==> src/design/hns_pkg.sv <==
// Shared types and constants of the height-map normal stream.
`default_nettype none
package hns_pkg;

    // Field widths
    localparam int HEIGHT_W     = 16;
    localparam int CFG_W        = 11;
    localparam int MAX_GRID_DEF = 1024;
    localparam int COORD_W      = 10;
    localparam int NX_W         = 16;
    localparam int NY_W         = 15;

    // Reset value and lower clamp of the grid size register
    localparam logic [CFG_W-1:0] GRID_RESET = 11'd256;
    localparam int               GRID_MIN   = 3;

    // Input word action codes
    localparam logic ACT_SAMPLE = 1'b0;
    localparam logic ACT_FLUSH  = 1'b1;

    // Normaliser sizes: magnitudes are capped below 2^VEC_W before squaring
    localparam int VEC_W    = 17;
    localparam int SQ_W     = 2 * VEC_W;
    localparam int SUM_W    = SQ_W + 2;
    localparam int Q_W      = 15;
    localparam int ROOT_TOP = Q_W - 1;
    localparam int V_SH     = 2 * Q_W;
    localparam int G_SH     = ROOT_TOP + 2;
    localparam int SD_SH    = 2 * ROOT_TOP + 2;
    localparam int ACC_W    = 70;

    // Vector component codes
    localparam logic [1:0] COMP_X = 2'd0;
    localparam logic [1:0] COMP_Y = 2'd1;
    localparam logic [1:0] COMP_Z = 2'd2;

    typedef struct packed {
        logic                       action;
        logic signed [HEIGHT_W-1:0] height;
    } sample_t;

    typedef struct packed {
        logic signed [NX_W-1:0] normal_x;
        logic [NY_W-1:0]        normal_y;
        logic signed [NX_W-1:0] normal_z;
        logic [COORD_W-1:0]     cell_column;
        logic [COORD_W-1:0]     cell_row;
        logic                   frame_end;
    } normal_t;

    // Datapath operations issued by the controller
    typedef enum logic [3:0] {
        OP_IDLE,
        OP_RD_A,
        OP_RD_B,
        OP_RD_C,
        OP_WR,
        OP_VEC,
        OP_SHIFT,
        OP_SQ,
        OP_SUM,
        OP_ROOT,
        OP_LOAD
    } op_t;

    typedef struct packed {
        op_t                op;
        logic               take;
        logic               wr_en;
        logic               flush;
        logic               has_left;
        logic               has_right;
        logic               has_up;
        logic               has_down;
        logic [1:0]         comp;
        logic [3:0]         bit_idx;
        logic               first;
        logic               last;
        logic [COORD_W-1:0] out_col;
        logic [COORD_W-1:0] out_row;
        logic               out_end;
    } cmd_t;

    typedef struct packed {
        logic out_free;
    } status_t;

endpackage
`default_nettype wire

==> src/design/hns_ctrl.sv <==
// Controller: frame counters, grid size register and the per-word sequencer.
`default_nettype none
module hns_ctrl import hns_pkg::*; #(
    parameter int MAX_GRID = MAX_GRID_DEF,
    localparam int CW = $clog2(MAX_GRID),
    localparam int SW = $clog2(MAX_GRID + 1)
) (
    input  wire logic             clk,
    input  wire logic             rst_n,
    input  wire logic             cfg_valid,
    output logic                  cfg_ready,
    input  wire logic [CFG_W-1:0] cfg_data,
    input  wire logic             sample_valid,
    input  wire logic             sample_action,
    output logic                  sample_stall,
    input  wire status_t          status,
    output cmd_t                  cmd,
    output logic [CW-1:0]         cell_addr
);

    typedef enum logic [3:0] {
        S_IDLE,
        S_RD_A,
        S_RD_B,
        S_RD_C,
        S_WR,
        S_VEC,
        S_SHIFT,
        S_SQ,
        S_SUM,
        S_ROOT,
        S_DONE
    } state_t;

    state_t             state_reg;
    logic [CFG_W-1:0]   grid_reg;
    logic [CW-1:0]      col_reg, fcol_reg, cur_col_reg;
    logic [SW-1:0]      row_reg;
    logic               flush_reg, emit_reg, end_reg;
    logic               hl_reg, hr_reg, hu_reg, hd_reg;
    logic [COORD_W-1:0] out_row_reg, out_col_reg;
    logic [1:0]         comp_reg;
    logic [3:0]         bit_reg;

    // Effective grid size and neighbor tests
    logic [SW-1:0] size, col_inc, fcol_inc;
    always_comb
    begin
        if (grid_reg < CFG_W'(GRID_MIN))
        begin
            size = SW'(GRID_MIN);
        end
        else if (32'(grid_reg) > MAX_GRID)
        begin
            size = SW'(MAX_GRID);
        end
        else
        begin
            size = SW'(grid_reg);
        end
        col_inc  = SW'(col_reg) + SW'(1);
        fcol_inc = SW'(fcol_reg) + SW'(1);
    end

    // Sequencer and frame counters
    always_ff @(posedge clk or negedge rst_n)
    begin
        if (!rst_n)
        begin
            state_reg   <= S_IDLE;
            grid_reg    <= GRID_RESET;
            col_reg     <= '0;
            row_reg     <= '0;
            fcol_reg    <= '0;
            cur_col_reg <= '0;
            flush_reg   <= 1'b0;
            emit_reg    <= 1'b0;
            end_reg     <= 1'b0;
            hl_reg      <= 1'b0;
            hr_reg      <= 1'b0;
            hu_reg      <= 1'b0;
            hd_reg      <= 1'b0;
            out_row_reg <= '0;
            out_col_reg <= '0;
            comp_reg    <= COMP_X;
            bit_reg     <= '0;
        end
        else
        begin
            unique case (state_reg)
                S_IDLE:
                begin
                    if (cfg_valid)
                    begin
                        // new grid size starts a new frame
                        grid_reg <= cfg_data;
                        col_reg  <= '0;
                        row_reg  <= '0;
                        fcol_reg <= '0;
                    end
                    else if (sample_valid)
                    begin
                        if (sample_action == ACT_SAMPLE && row_reg < size)
                        begin
                            cur_col_reg <= col_reg;
                            flush_reg   <= 1'b0;
                            hl_reg      <= (col_reg != '0);
                            hr_reg      <= (col_inc < size);
                            hu_reg      <= (row_reg >= SW'(2));
                            hd_reg      <= 1'b1;
                            emit_reg    <= (row_reg != '0);
                            out_row_reg <= COORD_W'(row_reg - SW'(1));
                            out_col_reg <= COORD_W'(col_reg);
                            end_reg     <= 1'b0;
                            state_reg   <= S_RD_A;
                        end
                        else if (sample_action == ACT_FLUSH && row_reg >= size)
                        begin
                            cur_col_reg <= fcol_reg;
                            flush_reg   <= 1'b1;
                            hl_reg      <= (fcol_reg != '0);
                            hr_reg      <= (fcol_inc < size);
                            hu_reg      <= 1'b1;
                            hd_reg      <= 1'b0;
                            emit_reg    <= 1'b1;
                            out_row_reg <= COORD_W'(size - SW'(1));
                            out_col_reg <= COORD_W'(fcol_reg);
                            end_reg     <= (fcol_inc == size);
                            state_reg   <= S_RD_A;
                        end
                    end
                end
                S_RD_A:  state_reg <= S_RD_B;
                S_RD_B:  state_reg <= S_RD_C;
                S_RD_C:  state_reg <= S_WR;
                S_WR:
                begin
                    if (!flush_reg)
                    begin
                        if (col_inc >= size)
                        begin
                            col_reg <= '0;
                            row_reg <= row_reg + SW'(1);
                        end
                        else
                        begin
                            col_reg <= CW'(col_inc);
                        end
                    end
                    else if (end_reg)
                    begin
                        fcol_reg <= '0;
                        col_reg  <= '0;
                        row_reg  <= '0;
                    end
                    else
                    begin
                        fcol_reg <= CW'(fcol_inc);
                    end
                    state_reg <= emit_reg ? S_VEC : S_IDLE;
                end
                S_VEC:   state_reg <= S_SHIFT;
                S_SHIFT:
                begin
                    comp_reg  <= COMP_X;
                    state_reg <= S_SQ;
                end
                S_SQ:
                begin
                    if (comp_reg == COMP_Z)
                    begin
                        state_reg <= S_SUM;
                    end
                    comp_reg <= comp_reg + 2'd1;
                end
                S_SUM:
                begin
                    comp_reg  <= COMP_X;
                    bit_reg   <= 4'(ROOT_TOP);
                    state_reg <= S_ROOT;
                end
                S_ROOT:
                begin
                    if (bit_reg == '0)
                    begin
                        bit_reg <= 4'(ROOT_TOP);
                        if (comp_reg == COMP_Z)
                        begin
                            state_reg <= S_DONE;
                        end
                        else
                        begin
                            comp_reg <= comp_reg + 2'd1;
                        end
                    end
                    else
                    begin
                        bit_reg <= bit_reg - 4'd1;
                    end
                end
                S_DONE:
                begin
                    if (status.out_free)
                    begin
                        state_reg <= S_IDLE;
                    end
                end
                default: state_reg <= S_IDLE;
            endcase
        end
    end

    // Commands to the datapath
    always_comb
    begin
        unique case (state_reg)
            S_RD_A:  cmd.op = OP_RD_A;
            S_RD_B:  cmd.op = OP_RD_B;
            S_RD_C:  cmd.op = OP_RD_C;
            S_WR:    cmd.op = OP_WR;
            S_VEC:   cmd.op = OP_VEC;
            S_SHIFT: cmd.op = OP_SHIFT;
            S_SQ:    cmd.op = OP_SQ;
            S_SUM:   cmd.op = OP_SUM;
            S_ROOT:  cmd.op = OP_ROOT;
            S_DONE:  cmd.op = status.out_free ? OP_LOAD : OP_IDLE;
            default: cmd.op = OP_IDLE;
        endcase
        cmd.take      = (state_reg == S_IDLE) && sample_valid && !cfg_valid;
        cmd.wr_en     = !flush_reg;
        cmd.flush     = flush_reg;
        cmd.has_left  = hl_reg;
        cmd.has_right = hr_reg;
        cmd.has_up    = hu_reg;
        cmd.has_down  = hd_reg;
        cmd.comp      = comp_reg;
        cmd.bit_idx   = bit_reg;
        cmd.first     = (bit_reg == 4'(ROOT_TOP));
        cmd.last      = (bit_reg == '0);
        cmd.out_col   = out_col_reg;
        cmd.out_row   = out_row_reg;
        cmd.out_end   = end_reg;
    end

    assign cell_addr    = cur_col_reg;
    assign cfg_ready    = (state_reg == S_IDLE);
    assign sample_stall = (state_reg != S_IDLE) || cfg_valid;

endmodule
`default_nettype wire

==> config.mk <==
export PLATFORM = sky130hd
export DESIGN_NAME = hns_ctrl
export DESIGN_NICKNAME = d
export VERILOG_FILES = /design/src/design/hns_pkg.sv /design/src/design/hns_ctrl.sv
export SDC_FILE = /design/constraint.sdc
export NUM_CORES = 1
export LEC_CHECK = 0
export BUFFER_PORTS_ARGS = -buffer_cell sky130_fd_sc_hd__buf_2
export CORE_MARGIN = 2
export CORE_UTILIZATION = 51
export CTS_CLUSTER_SIZE = 16
export DETAILED_ROUTE_END_ITERATION = 16
export GPL_TIMING_DRIVEN = 1
export PLACE_DENSITY = 0.76
export SYNTH_ARGS = -nofsm -noshare
export SYNTH_HDL_FRONTEND = slang
export SYNTH_SLANG_ARGS = --single-unit
export TNS_END_PERCENT = 1
==> constraint.sdc <==
create_clock -name clk -period 4 [get_ports clk]
set_clock_uncertainty 0.15 [all_clocks]
set_input_delay 0.8 -clock clk [delete_from_list [all_inputs] [get_ports clk]]
set_output_delay 0.8 -clock clk [all_outputs]
set_load 0.01 [all_outputs]
-- Word-level counts from Yosys, hierarchy flattened
Index checks and enable logic that the tools add are counted.
- order comparisons: 8
- reduce and logical (&&, ||, !) cells: 25
- add/sub/neg operators: 7
- multiplexer cells: 48
- equality and inequality tests: 25
- bitwise gates (word level): 2
- operators by type and width (operator ; count):
    $mux W10 ; 10
    $mux W11 ; 6
    $pmux W4 S11 ; 1
    $mux W4 ; 10
    $pmux W10 S2 ; 2
    $pmux W4 S10 ; 1
    $lt A11 B11 Y1 ; 3
    $add A10 B1 Y11 const B ; 2
    $ge A11 B11 Y1 ; 2
    $pmux W11 S2 ; 1
    $reduce_bool A10 Y1 ; 2
    $sub A10 B1 Y10 const B ; 2
    $eq A4 B3 Y1 const B ; 4
    $eq A4 B4 Y1 const B ; 4
    $ne A2 B2 Y1 const B ; 8
    $mux W1 ; 12
    $add A11 B1 Y11 const B ; 1
    $eq A11 B11 Y1 ; 1
    $ge A11 B2 Y1 const B ; 1
    $gt A11 B11 Y1 const B ; 1
    $lt A11 B2 Y1 const B ; 1
    $reduce_bool A11 Y1 ; 1
    $reduce_and A3 Y1 ; 3
    $eq A4 B2 Y1 const B ; 2
    other kinds (23) ; 34
- output and inout port bits: 52
- bits of input ports: 17
- flip-flop bits (word level): 79

-- Logic depth before layout (Yosys ltp)
Gate-level depths: netlist (run 1).
- depth in word-level cells: 10
- depth in mapped cells: 19
- mapped depth without buffers: 16

-- Worst setup path after synthesis (run 1)
OpenSTA, ideal clock, no wires.
- path type: reg-to-reg
- start point: reg grid_reg[5]
- end point: reg out_row_reg[4]
- slack: -0.162 ns
- arrival: 3.887 ns
- setup time: 0.125 ns
- period minus slack after synthesis: 4.162 ns
- path buffers: 3
- cell stages (with the launch flop): 20
- data required time: 3.725 ns
- path through: dfrtp_1 or4_4 nor3_1 o21ai_0 ha_1 a21oi_1 o21ai_0 a21oi_2 and2_1 buf_2 buf_2 nor2_1 a21oi_1 ha_1 clkbuf_1 a21oi_1 a21o_1 a21oi_1 mux2i_1 mux2_4
- cells in the longest elaborated chain, start to end: 7
- ends and longest elaborated chain (what ; line ; text):
    start: declaration ; hns_ctrl.sv:36 ; logic [CFG_W-1:0] grid_reg;
    start signal: assignment ; hns_ctrl.sv:96 ; grid_reg <= cfg_data;
    $gt A11 B11 Y1 ; hns_ctrl.sv:53 ; else if (32'(grid_reg) > MAX_GRID)
    $mux W11 ; hns_ctrl.sv:53 ;
    $mux W11 * ; hns_ctrl.sv:49 ; if (grid_reg < CFG_W'(GRID_MIN))
    $lt A11 B11 Y1 / $ge A11 B11 Y1 (equally long branches) ; hns_ctrl.sv:103, hns_ctrl.sv:117 ;
    $logic_and A1 B1 Y1 (on tied branches) ; hns_ctrl.sv:103, hns_ctrl.sv:117 ;
    $reduce_bool A2 Y1 (no line) ; - ;
    $reduce_and A4 Y1 (no line) ; - ;
    end signal: assignment ; hns_ctrl.sv:112 ; out_row_reg <= COORD_W'(row_reg - SW'(1));
    end signal: assignment ; hns_ctrl.sv:126 ; out_row_reg <= COORD_W'(size - SW'(1));
    end: declaration ; hns_ctrl.sv:41 ; logic [COORD_W-1:0] out_row_reg, out_col_reg;
Every way passes the cells marked *; elsewhere a longest branch is shown, timed or not. The select of a mux whose other input is x is not followed.
A chain may end at the register's enable or synchronous reset.

-- Worst setup path in the final report (run 1)
- start point: reg grid_reg[6]
- end point: reg out_row_reg[8]
The elaborated chain is that of the path after synthesis.

==> results.tsv, run 1 <==
metric	value	unit
Final Max Tran Viols	0	
category of the critical setup timing path	register to register	
die area	0.0119	mm²
Post-synth EDFFs	0	
Highest Clock Rate	0.271	GHz
Starting DRT DRC Count	387	
total clock buffers created by CTS	9	
vias after detailed routing	4866	
Post-Synthesis Net Count	671	
largest net degree at the start of global routing	80	
Slew HR	32.7	%
count of antenna-violating nets left after detailed routing	0	
post-synthesis average cell area	9.26	µm²
count of buffers from port buffering	68	
Vias/cell	5.97	
worst hold stages	1	
Placement Rows	38	
estimated wirelength of the detail-placed design	10700	µm
Primary FF master, synth	dfrtp_1	
Worst Path Max Fanout	5	
worst-case register-to-register setup slack	0.30	ns
Static Leakage	3.09	nW
number of antenna violations at the first check in global routing	0	
worst min path class	register to register	
Worst Setup Slack post-DPL	0.0765	ns
# diodes	0	
FF-to-FF path depth	16	
CTS root buf	clkbuf_8	
leading post-synthesis cells by cell area	dfrtp_1 35%, ha_1 10%, mux2_2 4.8%	
clock insertion delay at the later pin of the skew report	0.37	ns
routability congestion estimate	0.914	
part of the Yosys area used for sequential elements	35.1	%
most common cell after layout, fill and taps aside	dfrtp_1	
routed length per placed instance	17.8	µm
number of setup violations in the final report	0	
overall power after layout	4.39	mW
TritonCTS clock tree	built	
power density normalized to cell area	695	mW/mm²
Clk pin slew, worst setup/hold paths	0.09	ns
nets	732	
worst min-delay path startpoint	hd_reg	
clock net sink count	79	
vertical die dimension	109	µm
reg-to-reg critical path startpoint	grid_reg[6]	
sink of the worst hold path	hd_reg	
count of boundary I/O pins	69	
minimum setup slack in the final design	0.304	ns
number of global-route vias before repair	4619	
required time reported for the critical path endpoint	4.11	ns
period utilization	92.4	%
Yosys warning total	0	
number of hold violations in the final report	0	
grt total ovfl	0	
number of levels the H-tree was split into	3	
area share of the largest cell type after synthesis	34.6	%
type of element launching the critical path	register	
cell type with the largest total area after synthesis	dfrtp_1	
result of the run	complete, no violations	
most frequent cells in the layout	78 x dfrtp_1, 67 x buf_2, 59 x nand2_1	
total of max-cap violations	0	
area of the core region	0.0108	mm²
Final Routed Wirelength	14500	µm
post-synthesis cell count	609	
#FFs+latches synth	79	
critical path arrival	3.81	ns
first-pass GRT wire length	23500	µm
layout cell share with drive strength beyond 1	25.8	%
post-synthesis cell type count	67	
Detailed Routing Iterations Pass 1	6	
async set or reset register ratio after synthesis	100	%
Period minus WS final	3.70	ns
kind of end point of the critical path	register	
die width	109	µm
filler cell count	942	
final sum of negative setup slack	0	ns
All-Layer GR Usage	25.8	%
Initial Util	52.2	%
detailed-route DRC error count	0	
IR drop worst, VDD	0.356	mV
Max Root-Sink Buffers	2	
area growth from synthesis to layout	11.9	%
worst r2r dst	out_row_reg[8]	
netlist area before placement	0.00564	mm²
Worst Max-Slew Pin Slew	1.01	ns
critical path, stage by stage (launching register included):
cell and delay, ns:
dfrtp_1 0.43, or4_4 0.56, nor3_4 0.22, o21ai_1 0.12
ha_1 0.19, a21oi_1 0.14, o21ai_0 0.13, a21oi_2 0.25
and2_4 0.20, nor2_1 0.05, a21oi_1 0.12, ha_2 0.22
buf_4 0.14, o2111ai_1 0.14, xnor2_1 0.18, mux2i_1 0.09
mux2_4 0.26
where the power goes:
part           switching (mW)  internal [mW]
clock                   0.316          0.286
combinational            1.32           1.09
sequential              0.326           1.05
cell families after synthesis:
logic type | share of synthesized area (%)
buffers and inverters | 6.28
AO/OA/AOI/OAI | 15.9
flip-flops | 35.1
AND/OR/NAND/NOR | 17.9
XOR/XNOR | 4.35
adder cells (fa/ha/maj) | 9.99
multiplexers | 10.5
per-stage QoR:
step                utilization (%)  cells  hold slack, ns  instance area [µm²]
floorplan                         -    609           0.301                 5640
global placement               56.4    798           0.322                 6090
detailed placement             56.4    798           0.333                 6090
CTS                            58.2    814           0.353                 6280
global route                   58.5    815           0.383                 6310
finish                         58.5    815           0.351                 6310
Yosys cell counts, types with 2 or more instances:
library cell  count
buf_4            18
clkbuf_1         22
nor2_1           46
nand2b_1          6
and3b_1           2
nand2_1          59
a211oi_1          6
nand4_1           9
a21o_1            5
o31ai_1          11
o311ai_0          2
o41ai_1           3
o21a_1            4
a22o_1            5
nand3_1          23
and2_1            4
o211ai_1          3
o21ai_0          49
o2111ai_1         2
nand3b_1          2
a31oi_1           4
a41oi_1           2
nor3_1           13
a31o_2            4
nor2b_1           7
xor2_1           11
or2_2             4
mux2i_1           8
or3_1             2
inv_1            20
dfrtp_1          78
xnor2_1          17
o22ai_1           3
mux2_4           16
buf_2             3
a21oi_1          17
a2bb2oi_1         2
mux2_2           24
nor4_1            7
and3_1           14
ha_1             45
buf_6             2
metal layers:
| layer | track usage (%) | wire [µm] | up-vias |
|---|---|---|---|
| met5 | 0 | 0 | - |
| met4 | 13.1 | 446 | 0 |
| met3 | 3.53 | 836 | 32 |
| met2 | 40.2 | 6890 | 173 |
| met1 | 35.0 | 6370 | 2366 |
| li1 | - | - | 2295 |
worst max path at each step:
stage | from | to | slack, ns | depth (start not counted)
floorplan | grid_reg[5] | out_row_reg[4] | 0.003 | 19
global placement | grid_reg[6] | out_row_reg[4] | 0.24 | 17
detailed placement | grid_reg[6] | out_row_reg[8] | 0.08 | 16
CTS | grid_reg[6] | out_row_reg[8] | 0.06 | 16
global route | grid_reg[6] | out_row_reg[8] | -0.007 | 16
finish | grid_reg[6] | out_row_reg[8] | 0.30 | 16
area by class of cell:
type	instances	area, µm²	area share [%]
clock buffers	10	128	2.02
clock inverters	6	61.3	0.972
inverters	21	78.8	1.25
multi-input cells	462	3330	52.7
flip-flops and latches	79	1980	31.4
well taps	140	175	2.78
repair buffers	97	561	8.89
repair_timing:
| action | 4_1_cts | 5_1_grt |
|---|---|---|
| hold buffers | 0 | 0 |
| buffers inserted | 0 | 1 |
| gates resized for setup | 0 | 5 |
| setup endpoints to repair | 0 | 4 |
Note: power is estimated with default switching activity, not from simulation.
==> inputs of run 2 (changes only) <==
--- a/config.mk
+++ b/config.mk
@@ -11,7 +11,7 @@
 export CTS_CLUSTER_SIZE = 16
 export DETAILED_ROUTE_END_ITERATION = 16
 export GPL_TIMING_DRIVEN = 1
-export PLACE_DENSITY = 0.76
+export PLACE_DENSITY = 0.74
 export SYNTH_ARGS = -nofsm -noshare
 export SYNTH_HDL_FRONTEND = slang
 export SYNTH_SLANG_ARGS = --single-unit
==> run 2 against run 1 <==
Sequential share of layout area about the same. Die area unchanged. Hold slack better by 0.0075 ns. Highest routed layer unchanged.
==> results.tsv, run 2 (same netlist as run 1, synthesis figures left out) <==
metric	value	unit	change
TritonCTS clock tree	built		unchanged
die area	0.0119	mm²	unchanged
largest stage delay on the critical path	0.56	ns	about the same
nets	731		was 732
internal power	2.41	mW	was 2.43 mW
share of total power consumed by net switching	44.7	%	was 44.6%
overall power after layout	4.36	mW	was 4.39 mW
CTS root buf	clkbuf_8		unchanged
die width	109	µm	unchanged
All-Layer GR Usage	25.0	%	was 25.8%
Static Leakage	3.08	nW	was 3.09 nW
Highest Clock Rate	0.268	GHz	was 0.271 GHz
count of boundary I/O pins	69		unchanged
number of global-route vias before repair	4569		was 4619
number of levels the H-tree was split into	3		unchanged
cell type group with the largest total delay on the critical path	compound AO/OA/AOI/OAI gates		was simple AND/OR/NAND/NOR gates
worst min path class	register to register		unchanged
total of max-cap violations	0		unchanged
total clock buffers created by CTS	9		unchanged
routed length per placed instance	17.8	µm	about the same
total buffers and inverters traversed by the critical path	1		unchanged
period utilization	93.5	%	was 92.4%
area growth from synthesis to layout	11.7	%	was 11.9%
IR drop worst, VDD	0.365	mV	was 0.356 mV
Period minus WS final	3.74	ns	was 3.70 ns
Slew HR	31.9	%	was 32.7%
DP Area	0.00608	mm²	was 0.00609 mm²
# hold bufs at CTS	0		unchanged
Most Frequent Cell on Critical Path	a21oi_1		unchanged
Worst Path Max Fanout	7		was 5
Placement Rows	38		unchanged
Vias/cell	5.98		was 5.97
vias after detailed routing	4864		was 4866
first-pass GRT wire length	23000	µm	was 23500 µm
Max Root-Sink Buffers	2		unchanged
# diodes	0		unchanged
largest net degree at the start of global routing	80		unchanged
estimated wirelength of the detail-placed design	10700	µm	about the same
Final Routed Wirelength	14400	µm	was 14500 µm
sequence of cells on the critical path	or4_4 -> nor3_4 -> o21ai_1 -> ha_1 -> a21oi_1 -> o21ai_0 -> a21oi_2 -> and2_4 -> nor2_1 -> a21oi_1 -> ha_2 -> buf_4 -> a21oi_1 -> a21o_1 -> a21oi_1 -> mux2i_1 -> mux2_4		was or4_4 -> nor3_4 -> o21ai_1 -> ha_1 -> a21oi_1 -> o21ai_0 -> a21oi_2 -> and2_4 -> nor2_1 -> a21oi_1 -> ha_2 -> buf_4 -> o2111ai_1 -> xnor2_1 -> mux2i_1 -> mux2_4
Worst Max-Slew Pin Slew	1.02	ns	was 1.01 ns
Starting DRT DRC Count	337		was 387
routability congestion estimate	0.906		was 0.914
Clk pin slew, worst setup/hold paths	0.08	ns	was 0.09 ns
most frequent cells in the layout	78 x dfrtp_1, 67 x buf_2, 59 x nand2_1		unchanged
detailed-route DRC error count	0		unchanged
kind of end point of the critical path	register		unchanged
number of antenna violations at the first check in global routing	0		unchanged
area of the core region	0.0108	mm²	unchanged
Initial Util	52.2	%	unchanged
Seq pwr share	31.5	%	was 31.3%
part of the total power dissipated in combinational logic	54.9	%	about the same
result of the run	complete, no violations		unchanged
power share of the clock group	13.6	%	was 13.7%
critical path arrival	3.84	ns	was 3.81 ns
hold slack final	0.358	ns	was 0.351 ns
power density normalized to cell area	693	mW/mm²	was 695 mW/mm²
Slowest-stage cell, CP	or4_4		unchanged
vertical die dimension	109	µm	unchanged
type of element launching the critical path	register		unchanged
clock insertion delay at the later pin of the skew report	0.36	ns	was 0.37 ns
Final Max Tran Viols	0		unchanged
layout cell share with drive strength beyond 1	25.6	%	was 25.8%
number of hold violations in the final report	0		unchanged
switching pwr	1.95	mW	was 1.96 mW
Detailed Routing Iterations Pass 1	5		was 6
count of antenna-violating nets left after detailed routing	0		unchanged
most common cell after layout, fill and taps aside	dfrtp_1		unchanged
grt total ovfl	0		unchanged
count of buffers from port buffering	68		unchanged
final sum of negative setup slack	0	ns	unchanged
category of the critical setup timing path	register to register		unchanged
clock net sink count	79		unchanged
Final Instance Area	0.00630	mm²	was 0.00631 mm²
number of setup violations in the final report	0		unchanged
required time reported for the critical path endpoint	4.10	ns	was 4.11 ns
## run 2: changes by cell type in the layout (fill, tap and decap cells not counted), sizes merged
cell,change
buf,-1
clkinvlp,+1
inv,+1
clkinv,-3
## run 2: repair_timing
item	4_1_cts	5_1_grt
setup buffers	0	1
resized for setup	0	5
endpoints found under the setup margin	0	3
endpoints found under the hold margin	0	0
## run 2: final timing paths
path	from	endpoint	slack, ns	depth (start not counted)
setup / recovery	grid_reg[6]	out_row_reg[4]	0.26	17
hold / removal	out_row_reg[9]	out_row_reg[9]	0.36	1
setup reg to reg	grid_reg[6]	out_row_reg[4]	0.26	17
hold reg to reg	out_row_reg[9]	out_row_reg[9]	0.36	1
max in group asynchronous	rst_n	row_reg[7]	2.58	1
min in group asynchronous	rst_n	state_reg[1]	0.45	1
## run 2: metrics by stage
step                setup WS (ns)  std cells  utilization [%]
floorplan                 0.00328        609                -
global placement            0.215        797             56.4
detailed placement         0.0716        797             56.4
CTS                        0.0490        812             58.1
global route             -0.00792        813             58.4
finish                      0.262        813             58.4
## run 2: power by group through the flow
| stage | clock network, mW | registers, mW | logic, mW |
|---|---|---|---|
| after detailed placement | 0 | 1.38 | 2.35 |
| after global placement | 0 | 1.36 | 2.28 |
| after global routing | 0.643 | 1.42 | 2.65 |
| after floorplan | 0 | 1.30 | 1.67 |
| after CTS | 0.604 | 1.36 | 2.37 |
| final | 0.594 | 1.37 | 2.40 |
## run 2: cell type report
type / count / area (µm²)
flip-flops and latches: 79 / 1980
fillers: 941 / 4490
clock buffers: 10 / 128
well taps: 140 / 175
multi-input cells: 462 / 3330
clock inverters: 5 / 58.8
inverters: 21 / 78.8
repair buffers: 96 / 553
## run 2: per-layer routing
metal,GRT usage (%),wire length (µm),share of wire [%],up-vias
met5,0,0,0,-
met4,10.9,379,2.6,0
met3,3.17,913,6.3,27
met1,34.2,6340,44,2373
met2,39.8,6810,47,177
li1,-,-,-,2287
## run 2: worst register-to-register path: stages (launching register included)
cell and delay, ns:
dfrtp_1 0.42, or4_4 0.56, nor3_4 0.22, o21ai_1 0.11
ha_1 0.21, a21oi_1 0.15, o21ai_0 0.14, a21oi_2 0.24
and2_4 0.20, nor2_1 0.04, a21oi_1 0.13, ha_2 0.26
buf_4 0.15, a21oi_1 0.06, a21o_1 0.15, a21oi_1 0.11
mux2i_1 0.09, mux2_4 0.26
